[config.mk]
export PLATFORM = sky130hd
export DESIGN_NAME = prac_matrix
export DESIGN_NICKNAME = d
export VERILOG_FILES = /design/src/sv/prac_pkg.sv /design/src/sv/prac_cordic.sv /design/src/sv/prac_matrix.sv
export SDC_FILE = /design/constraint.sdc
export NUM_CORES = 2
export LEC_CHECK = 0
export ABC_AREA = 1
export BUFFER_PORTS_ARGS = -buffer_cell sky130_fd_sc_hd__buf_2
export CAP_MARGIN = 40
export CORE_MARGIN = 8
export CORE_UTILIZATION = 36
export CTS_CLUSTER_DIAMETER = 120
export DETAILED_ROUTE_END_ITERATION = 12
export PLACE_DENSITY_LB_ADDON = 0.12
export SLEW_MARGIN = 30
export SYNTH_ARGS = -nofsm -noshare
export SYNTH_HDL_FRONTEND = slang
export SYNTH_SLANG_ARGS = --single-unit
[constraint.sdc]
create_clock -name clk_i -period 15.35 [get_ports clk_i]
set_input_delay 3.07 -clock clk_i [delete_from_list [all_inputs] [get_ports clk_i]]
set_output_delay 3.07 -clock clk_i [all_outputs]
set_load 0.01 [all_outputs]
[src/sv/prac_pkg.sv]
`timescale 1ns / 1ps
package prac_pkg;

  localparam int COORD_W    = 32;
  localparam int ANG_W      = 16;
  localparam int SPLIT_W    = 24;  // low part of a difference word
  localparam int CFG_IDX_W  = 3;
  localparam int CFG_DATA_W = 48;

  localparam logic [CFG_IDX_W-1:0] CFG_ANGLES   = 3'd0;
  localparam logic [CFG_IDX_W-1:0] CFG_CENTER_X = 3'd1;
  localparam logic [CFG_IDX_W-1:0] CFG_CENTER_Y = 3'd2;
  localparam logic [CFG_IDX_W-1:0] CFG_CENTER_Z = 3'd3;
  localparam logic [CFG_IDX_W-1:0] CFG_OFFSET_X = 3'd4;
  localparam logic [CFG_IDX_W-1:0] CFG_OFFSET_Y = 3'd5;
  localparam logic [CFG_IDX_W-1:0] CFG_OFFSET_Z = 3'd6;

  localparam int CORDIC_STEPS = 30;
  localparam int CORDIC_X0    = 652032874;

  typedef struct packed {
    logic signed [COORD_W-1:0] point_x;
    logic signed [COORD_W-1:0] point_y;
    logic signed [COORD_W-1:0] point_z;
  } point_t;

  typedef struct packed {
    logic signed [COORD_W-1:0] moved_x;
    logic signed [COORD_W-1:0] moved_y;
    logic signed [COORD_W-1:0] moved_z;
    logic                      clipped;
  } moved_t;

  // atan(2^-i), 2^32 counts per turn
  function automatic logic [31:0] atan_f(input logic [4:0] i);
    logic [31:0] r;
    case (i)
      5'd0:  r = 32'h20000000;
      5'd1:  r = 32'h12E4051E;
      5'd2:  r = 32'h09FB385B;
      5'd3:  r = 32'h051111D4;
      5'd4:  r = 32'h028B0D43;
      5'd5:  r = 32'h0145D7E1;
      5'd6:  r = 32'h00A2F61E;
      5'd7:  r = 32'h00517C55;
      5'd8:  r = 32'h0028BE53;
      5'd9:  r = 32'h00145F2F;
      5'd10: r = 32'h000A2F98;
      5'd11: r = 32'h000517CC;
      5'd12: r = 32'h00028BE6;
      5'd13: r = 32'h000145F3;
      5'd14: r = 32'h0000A2F9;
      5'd15: r = 32'h0000517C;
      5'd16: r = 32'h000028BE;
      5'd17: r = 32'h0000145F;
      5'd18: r = 32'h00000A2F;
      5'd19: r = 32'h00000517;
      5'd20: r = 32'h0000028B;
      5'd21: r = 32'h00000145;
      5'd22: r = 32'h000000A2;
      5'd23: r = 32'h00000051;
      5'd24: r = 32'h00000028;
      5'd25: r = 32'h00000014;
      5'd26: r = 32'h0000000A;
      5'd27: r = 32'h00000005;
      5'd28: r = 32'h00000002;
      5'd29: r = 32'h00000001;
      default: r = 32'h0;
    endcase
    return r;
  endfunction

endpackage

[src/sv/prac_cordic.sv]
`timescale 1ns / 1ps
module prac_cordic #(
  parameter int COEF_FRAC_BITS = 16
) (
  input  logic                           clk_i,
  input  logic                           rst_ni,
  input  logic                           start_i,
  input  logic [prac_pkg::ANG_W-1:0]     angle_i,
  output logic                           busy_o,
  output logic signed [COEF_FRAC_BITS+1:0] sin_o,
  output logic signed [COEF_FRAC_BITS+1:0] cos_o
);
  localparam int CW = COEF_FRAC_BITS + 2;
  localparam int S  = 30 - COEF_FRAC_BITS;
  localparam logic signed [32:0] QTR  = 33'sd1073741824;
  localparam logic signed [32:0] HTURN = 33'sd2147483648;
  localparam logic signed [33:0] ONE  = 34'sd1 <<< COEF_FRAC_BITS;
  localparam logic signed [33:0] MONE = -ONE;
  localparam logic [4:0] LAST_STEP = 5'(prac_pkg::CORDIC_STEPS - 1);

  logic signed [33:0] x_q, x_d, y_q, y_d, xs, ys, xr, yr, xc, yc;
  logic signed [32:0] z_q, z_d, z0, at;
  logic               neg_q, neg_d, busy_q, busy_d;
  logic [4:0]         i_q, i_d;

  always_comb begin
    z0    = 33'($signed({angle_i, 16'h0000}));
    neg_d = neg_q;
    x_d   = x_q;
    y_d   = y_q;
    z_d   = z_q;
    i_d   = i_q;
    busy_d = busy_q;
    xs    = x_q >>> i_q;
    ys    = y_q >>> i_q;
    at    = $signed({1'b0, prac_pkg::atan_f(i_q)});
    if (start_i) begin
      x_d    = 34'(prac_pkg::CORDIC_X0);
      y_d    = '0;
      i_d    = '0;
      busy_d = 1'b1;
      neg_d  = 1'b0;
      z_d    = z0;
      if (z0 > QTR) begin
        z_d   = z0 - HTURN;
        neg_d = 1'b1;
      end else if (z0 < -QTR) begin
        z_d   = z0 + HTURN;
        neg_d = 1'b1;
      end
    end else if (busy_q) begin
      if (!z_q[32]) begin
        x_d = x_q - ys;
        y_d = y_q + xs;
        z_d = z_q - at;
      end else begin
        x_d = x_q + ys;
        y_d = y_q - xs;
        z_d = z_q + at;
      end
      i_d = i_q + 5'd1;
      if (i_q == LAST_STEP) busy_d = 1'b0;
    end
  end

  always_ff @(posedge clk_i or negedge rst_ni) begin
    if (!rst_ni) begin
      busy_q <= 1'b0;
      i_q    <= '0;
    end else begin
      busy_q <= busy_d;
      i_q    <= i_d;
    end
  end

  always_ff @(posedge clk_i) begin
    x_q   <= x_d;
    y_q   <= y_d;
    z_q   <= z_d;
    neg_q <= neg_d;
  end

  // round half up to the coefficient grid, clamp to +-1.0
  always_comb begin
    xr = (x_q + (34'sd1 <<< (S - 1))) >>> S;
    yr = (y_q + (34'sd1 <<< (S - 1))) >>> S;
    xc = (xr > ONE) ? ONE : ((xr < MONE) ? MONE : xr);
    yc = (yr > ONE) ? ONE : ((yr < MONE) ? MONE : yr);
    if (neg_q) begin
      xc = -xc;
      yc = -yc;
    end
  end

  assign busy_o = busy_q;
  assign cos_o  = xc[CW-1:0];
  assign sin_o  = yc[CW-1:0];
endmodule

[src/sv/prac_matrix.sv]
`timescale 1ns / 1ps
module prac_matrix #(
  parameter int COEF_FRAC_BITS = 16
) (
  input  logic                               clk_i,
  input  logic                               rst_ni,
  input  logic                               start_i,
  input  logic [3*prac_pkg::ANG_W-1:0]       angles_i,
  output logic                               busy_o,
  output logic signed [COEF_FRAC_BITS+1:0]   coef_o [9]
);
  localparam int CW = COEF_FRAC_BITS + 2;
  localparam int PW = 2 * CW;
  localparam int SW = PW + 1;
  localparam logic signed [SW-1:0] ONE  = SW'(1) << COEF_FRAC_BITS;
  localparam logic signed [SW-1:0] MONE = -ONE;
  localparam logic signed [SW-1:0] HALF = SW'(1) << (COEF_FRAC_BITS - 1);
  localparam logic signed [CW-1:0] C_ONE = CW'(1) << COEF_FRAC_BITS;

  localparam logic [1:0] ST_IDLE  = 2'd0;
  localparam logic [1:0] ST_CORD  = 2'd1;
  localparam logic [1:0] ST_LATCH = 2'd2;
  localparam logic [1:0] ST_MAC   = 2'd3;

  localparam logic [3:0] DST_SASB = 4'd9;
  localparam logic [3:0] DST_CASB = 4'd10;
  localparam logic [3:0] LAST_OP  = 4'd13;

  logic [1:0] state_q, state_d;
  logic [3:0] step_q, step_d;
  logic [2:0] cord_busy;
  logic signed [CW-1:0] sn [3];
  logic signed [CW-1:0] cs [3];
  logic signed [CW-1:0] sa_q, ca_q, sb_q, cb_q, sc_q, cc_q, sasb_q, casb_q;
  logic signed [CW-1:0] coef_q [9];

  // operand issue
  logic                 issue;
  logic signed [CW-1:0] op_a, op_b;
  logic                 op_neg, op_first, op_last;
  logic [3:0]           op_dst;

  // multiply stage
  logic                 mv_q, mfirst_q, mlast_q;
  logic [3:0]           mdst_q;
  logic signed [PW-1:0] prod_q;

  // accumulate stage
  logic signed [SW-1:0] acc_q, sum, rsum, csum;

  genvar g;
  generate
    for (g = 0; g < 3; g++) begin : g_cordic
      prac_cordic #(.COEF_FRAC_BITS(COEF_FRAC_BITS)) u_cordic (
        .clk_i   (clk_i),
        .rst_ni  (rst_ni),
        .start_i (start_i),
        .angle_i (angles_i[g*prac_pkg::ANG_W +: prac_pkg::ANG_W]),
        .busy_o  (cord_busy[g]),
        .sin_o   (sn[g]),
        .cos_o   (cs[g])
      );
    end
  endgenerate

  always_comb begin
    state_d = state_q;
    step_d  = step_q;
    case (state_q)
      ST_IDLE: if (start_i) state_d = ST_CORD;
      ST_CORD: if (cord_busy == 3'b000) state_d = ST_LATCH;
      ST_LATCH: begin
        state_d = ST_MAC;
        step_d  = '0;
      end
      ST_MAC: begin
        if (step_q == LAST_OP + 4'd1) state_d = ST_IDLE;
        else step_d = step_q + 4'd1;
      end
      default: state_d = ST_IDLE;
    endcase
  end

  assign issue = (state_q == ST_MAC) && (step_q <= LAST_OP);

  // product schedule, two-term sums share the accumulator
  always_comb begin
    op_a = sa_q; op_b = sb_q; op_neg = 1'b0; op_first = 1'b1; op_last = 1'b1;
    op_dst = DST_SASB;
    case (step_q)
      4'd0:  begin op_a = sa_q;   op_b = sb_q; op_dst = DST_SASB; end
      4'd1:  begin op_a = ca_q;   op_b = sb_q; op_dst = DST_CASB; end
      4'd2:  begin op_a = cb_q;   op_b = cc_q; op_dst = 4'd0; end
      4'd3:  begin op_a = sasb_q; op_b = cc_q; op_last = 1'b0; end
      4'd4:  begin op_a = ca_q;   op_b = sc_q; op_neg = 1'b1; op_first = 1'b0; op_dst = 4'd1; end
      4'd5:  begin op_a = casb_q; op_b = cc_q; op_last = 1'b0; end
      4'd6:  begin op_a = sa_q;   op_b = sc_q; op_first = 1'b0; op_dst = 4'd2; end
      4'd7:  begin op_a = cb_q;   op_b = sc_q; op_dst = 4'd3; end
      4'd8:  begin op_a = sasb_q; op_b = sc_q; op_last = 1'b0; end
      4'd9:  begin op_a = ca_q;   op_b = cc_q; op_first = 1'b0; op_dst = 4'd4; end
      4'd10: begin op_a = casb_q; op_b = sc_q; op_last = 1'b0; end
      4'd11: begin op_a = sa_q;   op_b = cc_q; op_neg = 1'b1; op_first = 1'b0; op_dst = 4'd5; end
      4'd12: begin op_a = sa_q;   op_b = cb_q; op_dst = 4'd7; end
      4'd13: begin op_a = ca_q;   op_b = cb_q; op_dst = 4'd8; end
      default: ;
    endcase
  end

  always_comb begin
    sum  = (mfirst_q ? '0 : acc_q) + SW'(prod_q);
    rsum = (sum + HALF) >>> COEF_FRAC_BITS;
    csum = (rsum > ONE) ? ONE : ((rsum < MONE) ? MONE : rsum);
  end

  always_ff @(posedge clk_i or negedge rst_ni) begin
    if (!rst_ni) begin
      state_q <= ST_IDLE;
      step_q  <= '0;
      mv_q    <= 1'b0;
      for (int k = 0; k < 9; k++) coef_q[k] <= (k % 4 == 0) ? C_ONE : '0;
    end else begin
      state_q <= state_d;
      step_q  <= step_d;
      mv_q    <= issue;
      if (state_q == ST_LATCH) coef_q[6] <= -sn[1];
      if (mv_q && mlast_q && (mdst_q < 4'd9)) coef_q[mdst_q] <= csum[CW-1:0];
    end
  end

  always_ff @(posedge clk_i) begin
    if (state_q == ST_LATCH) begin
      sa_q <= sn[0]; ca_q <= cs[0];
      sb_q <= sn[1]; cb_q <= cs[1];
      sc_q <= sn[2]; cc_q <= cs[2];
    end
    prod_q   <= op_neg ? -(op_a * op_b) : (op_a * op_b);
    mfirst_q <= op_first;
    mlast_q  <= op_last;
    mdst_q   <= op_dst;
    if (mv_q) begin
      acc_q <= sum;
      if (mlast_q && mdst_q == DST_SASB) sasb_q <= csum[CW-1:0];
      if (mlast_q && mdst_q == DST_CASB) casb_q <= csum[CW-1:0];
    end
  end

  assign busy_o = (state_q != ST_IDLE);
  assign coef_o = coef_q;
endmodule

==> results.ini <==
[grt]
grt_pass1_vias=78270
grt_pass1_wl_mm=456.6
grt_use_total=0.2391
antenna_found_initial=10
grt_max_degree=82
grt.overflow.total=0

[die]
initial_core_util=0.3607
row_count=174
dieHeight_microns=489.5
pin_count=214
core_area_sq_mm=0.2238
die_w_microns=489.5
dieArea_sq_mm=0.2396

[sta]
grt_setup_unrepaired=false
slew_headroom=0.4270
finalCriticalPeriod_ns=10.11
setup_viol=0
worst_clock_skew_ns=0.04966
timing.hold.ws_ns=0.4704
tns_ns=0
finalHoldViolations=0
final.period_utilization=0.6589
worst_pin_slew_ns=0.8594
slew_violations=0
fmax_mhz=98.86

[clocking]
htreeDepth=3
cts_made_buffers=98
clk_path_buf_depth=3
ctsResizeCount=0
holdBufCountCts=0
postCtsSetupBuffers=0
insertion_delay_ns=0.78
cts_tree=done
cts-root-buf=clkbuf_16
path_clk_slew_ns=0.06
cts_sinks=716

[yosys]
syn_nets=12960
synth-edff-count=283
async_flop_share=0.2612
ys.flop_type=edfxtp_1
syn_inst=12100
ys_seq_area_frac=0.2243
syn_area_sq_mm=0.08072
synth_cell_types=83
synth_warnings=0
synth_area_per_cell_sq_um=6.669
yosys_register_bits=716

[critical_path]
max_stage_delay_ns=0.78
critPathKind=register to register
regToRegSetupSlack_ns=5.24
start_kind=register
crit_top_cell=inv_1
crit_required_ns=16.01
endpoint_kind=register
rr_startpoint=step_q[1]$_DFFE_PN0P_
worstPathMaxFanout=19
critPathArrivalTime_ns=10.78
reg2regPathDepth=43
r2r-end=prod_q[34]$_DFF_P_
slowest_stage=fa_1

[outcome]
status=finished, final reports clean

[route]
viasPerCell=5.256
wirelength_mm=296.4
num_vias=79690
ant_nets=0
first_iter_violations=6013
drt_pass1_iterations=9
drc=0
avgRoutedWirePerCell_microns=19.55

[cells_and_area]
fin_nets=12940
drive_gt1_frac=0.05787
stdcell_count=15160
stdcell_area_sq_mm=0.08807
syn_to_final_growth_pct=9.110
final_common_cell=nand2_1
final_cell_mix=3176 x nand2_1, 1638 x inv_1, 1231 x nor2_1

[worst_hold_path]
holdPathStages=2
worstHoldPathType=register to register
min_delay_worst_endpoint=coef_o[16]$_DFFE_PN1P_
hp-start=coef_o[16]$_DFFE_PN1P_

[place]
dp.cells=14970
dpl_cell_area_sq_mm=0.08451
dp_hpwl_mm=235.2
routabilityCongestion=0.9572
port_buffers=213

[flow_run]
cap_violations=0

sequential cells by signal, indices dropped and copies added, names as in the netlist:
name / flops
g_cordic.u_cordic.z_q: 99
g_cordic.u_cordic.neg_q: 3
prod_q: 36
sc_q: 18
mfirst_q: 1
step_q: 4
coef_o: 162
ca_q: 18
mv_q: 1
casb_q: 18
g_cordic.u_cordic.busy_o: 3
mlast_q: 1
g_cordic.u_cordic.y_q: 102
g_cordic.u_cordic.i_q: 15
sasb_q: 18
sb_q: 18
g_cordic.u_cordic.x_q: 102
cb_q: 18
cc_q: 18
mdst_q: 4
sa_q: 18
state_q: 2
acc_q: 37
per-layer routing:
metal  routed length [microns]  track usage  share of wire
met1                    132600       0.3170           0.45
met2                    139400       0.4099           0.47
met3                     14850      0.02716          0.050
met5                        27            0       0.000091
met4                      9522      0.07181          0.032
critical path, delay by kind of cell (launching register included):
kind | cells | cell delay (ns)
xor+xnor | 1 | 0.30
buf+inv | 11 | 1.82
compound gates | 3 | 1.02
flops | 1 | 0.40
fa+ha+maj | 8 | 4.05
simple gates | 20 | 2.43
cells in the mapped netlist, types with 131 or more instances:
cell	instances	share of area
fa_1	339	0.084
xnor2_1	139	0.015
nand3_1	442	0.027
a21oi_1	690	0.043
o21ai_0	969	0.060
dfrtp_1	184	0.057
xor2_1	392	0.043
nor2_1	1238	0.058
edfxtp_1	283	0.11
clkbuf_1	268	0.012
inv_1	1645	0.076
dfxtp_1	246	0.061
ha_1	471	0.073
nand4_1	137	0.011
o22ai_1	131	0.010
nand2_1	3176	0.15
kinds of logic (layout without fill, tap and decap cells):
kind of cell,count (synthesis),after routing,synth area share
and+or+nand+nor,5365,5365,0.2738
AOI/OAI and AO/OA,2487,2487,0.1750
buffers and inverters,2100,2163,0.1004
adders and majority gates,810,810,0.1571
DFF,716,716,0.2243
xor gates and xnor gates,532,532,0.05782
muxes,93,93,0.01153
other,0,5,0
worst max path at each step:
stage / startpoint / to / slack (ns) / cells after the start
final: step_q[1]$_DFFE_PN0P_ / prod_q[34]$_DFF_P_ / 5.24 / 43
after global routing: step_q[1]$_DFFE_PN0P_ / prod_q[34]$_DFF_P_ / 4.28 / 43
after CTS: step_q[1]$_DFFE_PN0P_ / prod_q[34]$_DFF_P_ / 5.18 / 43
after detailed placement: step_q[1]$_DFFE_PN0P_ / prod_q[34]$_DFF_P_ / 5.17 / 43
after global placement: step_q[1]$_DFFE_PN0P_ / prod_q[34]$_DFF_P_ / 5.33 / 43
after floorplan: step_q[1]$_DFFE_PN0P_ / prod_q[34]$_DFF_P_ / 7.22 / 44
through the flow:
stage | utilization | setup slack, ns
after floorplan | - | 7.221
after global placement | 0.3769 | 5.328
after detailed placement | 0.3776 | 5.174
after CTS | 0.3931 | 5.178
after global routing | 0.3935 | 4.285
final | 0.3935 | 5.235
area by class of cell:
cell class              count  area (sq um)
repair buffers            299          1866
clock inverters            61         744.5
well taps                2992          3744
clock buffers             125          2721
multi-input cells        9287         54560
inverters                1678          6302
fillers                 24190        135700
flip-flops and latches    716         18120
diodes                      5         12.51
Power is left out: the tool's default activity adds up to more than one toggle a clock period on the data nets, which glitch-free logic cannot reach.
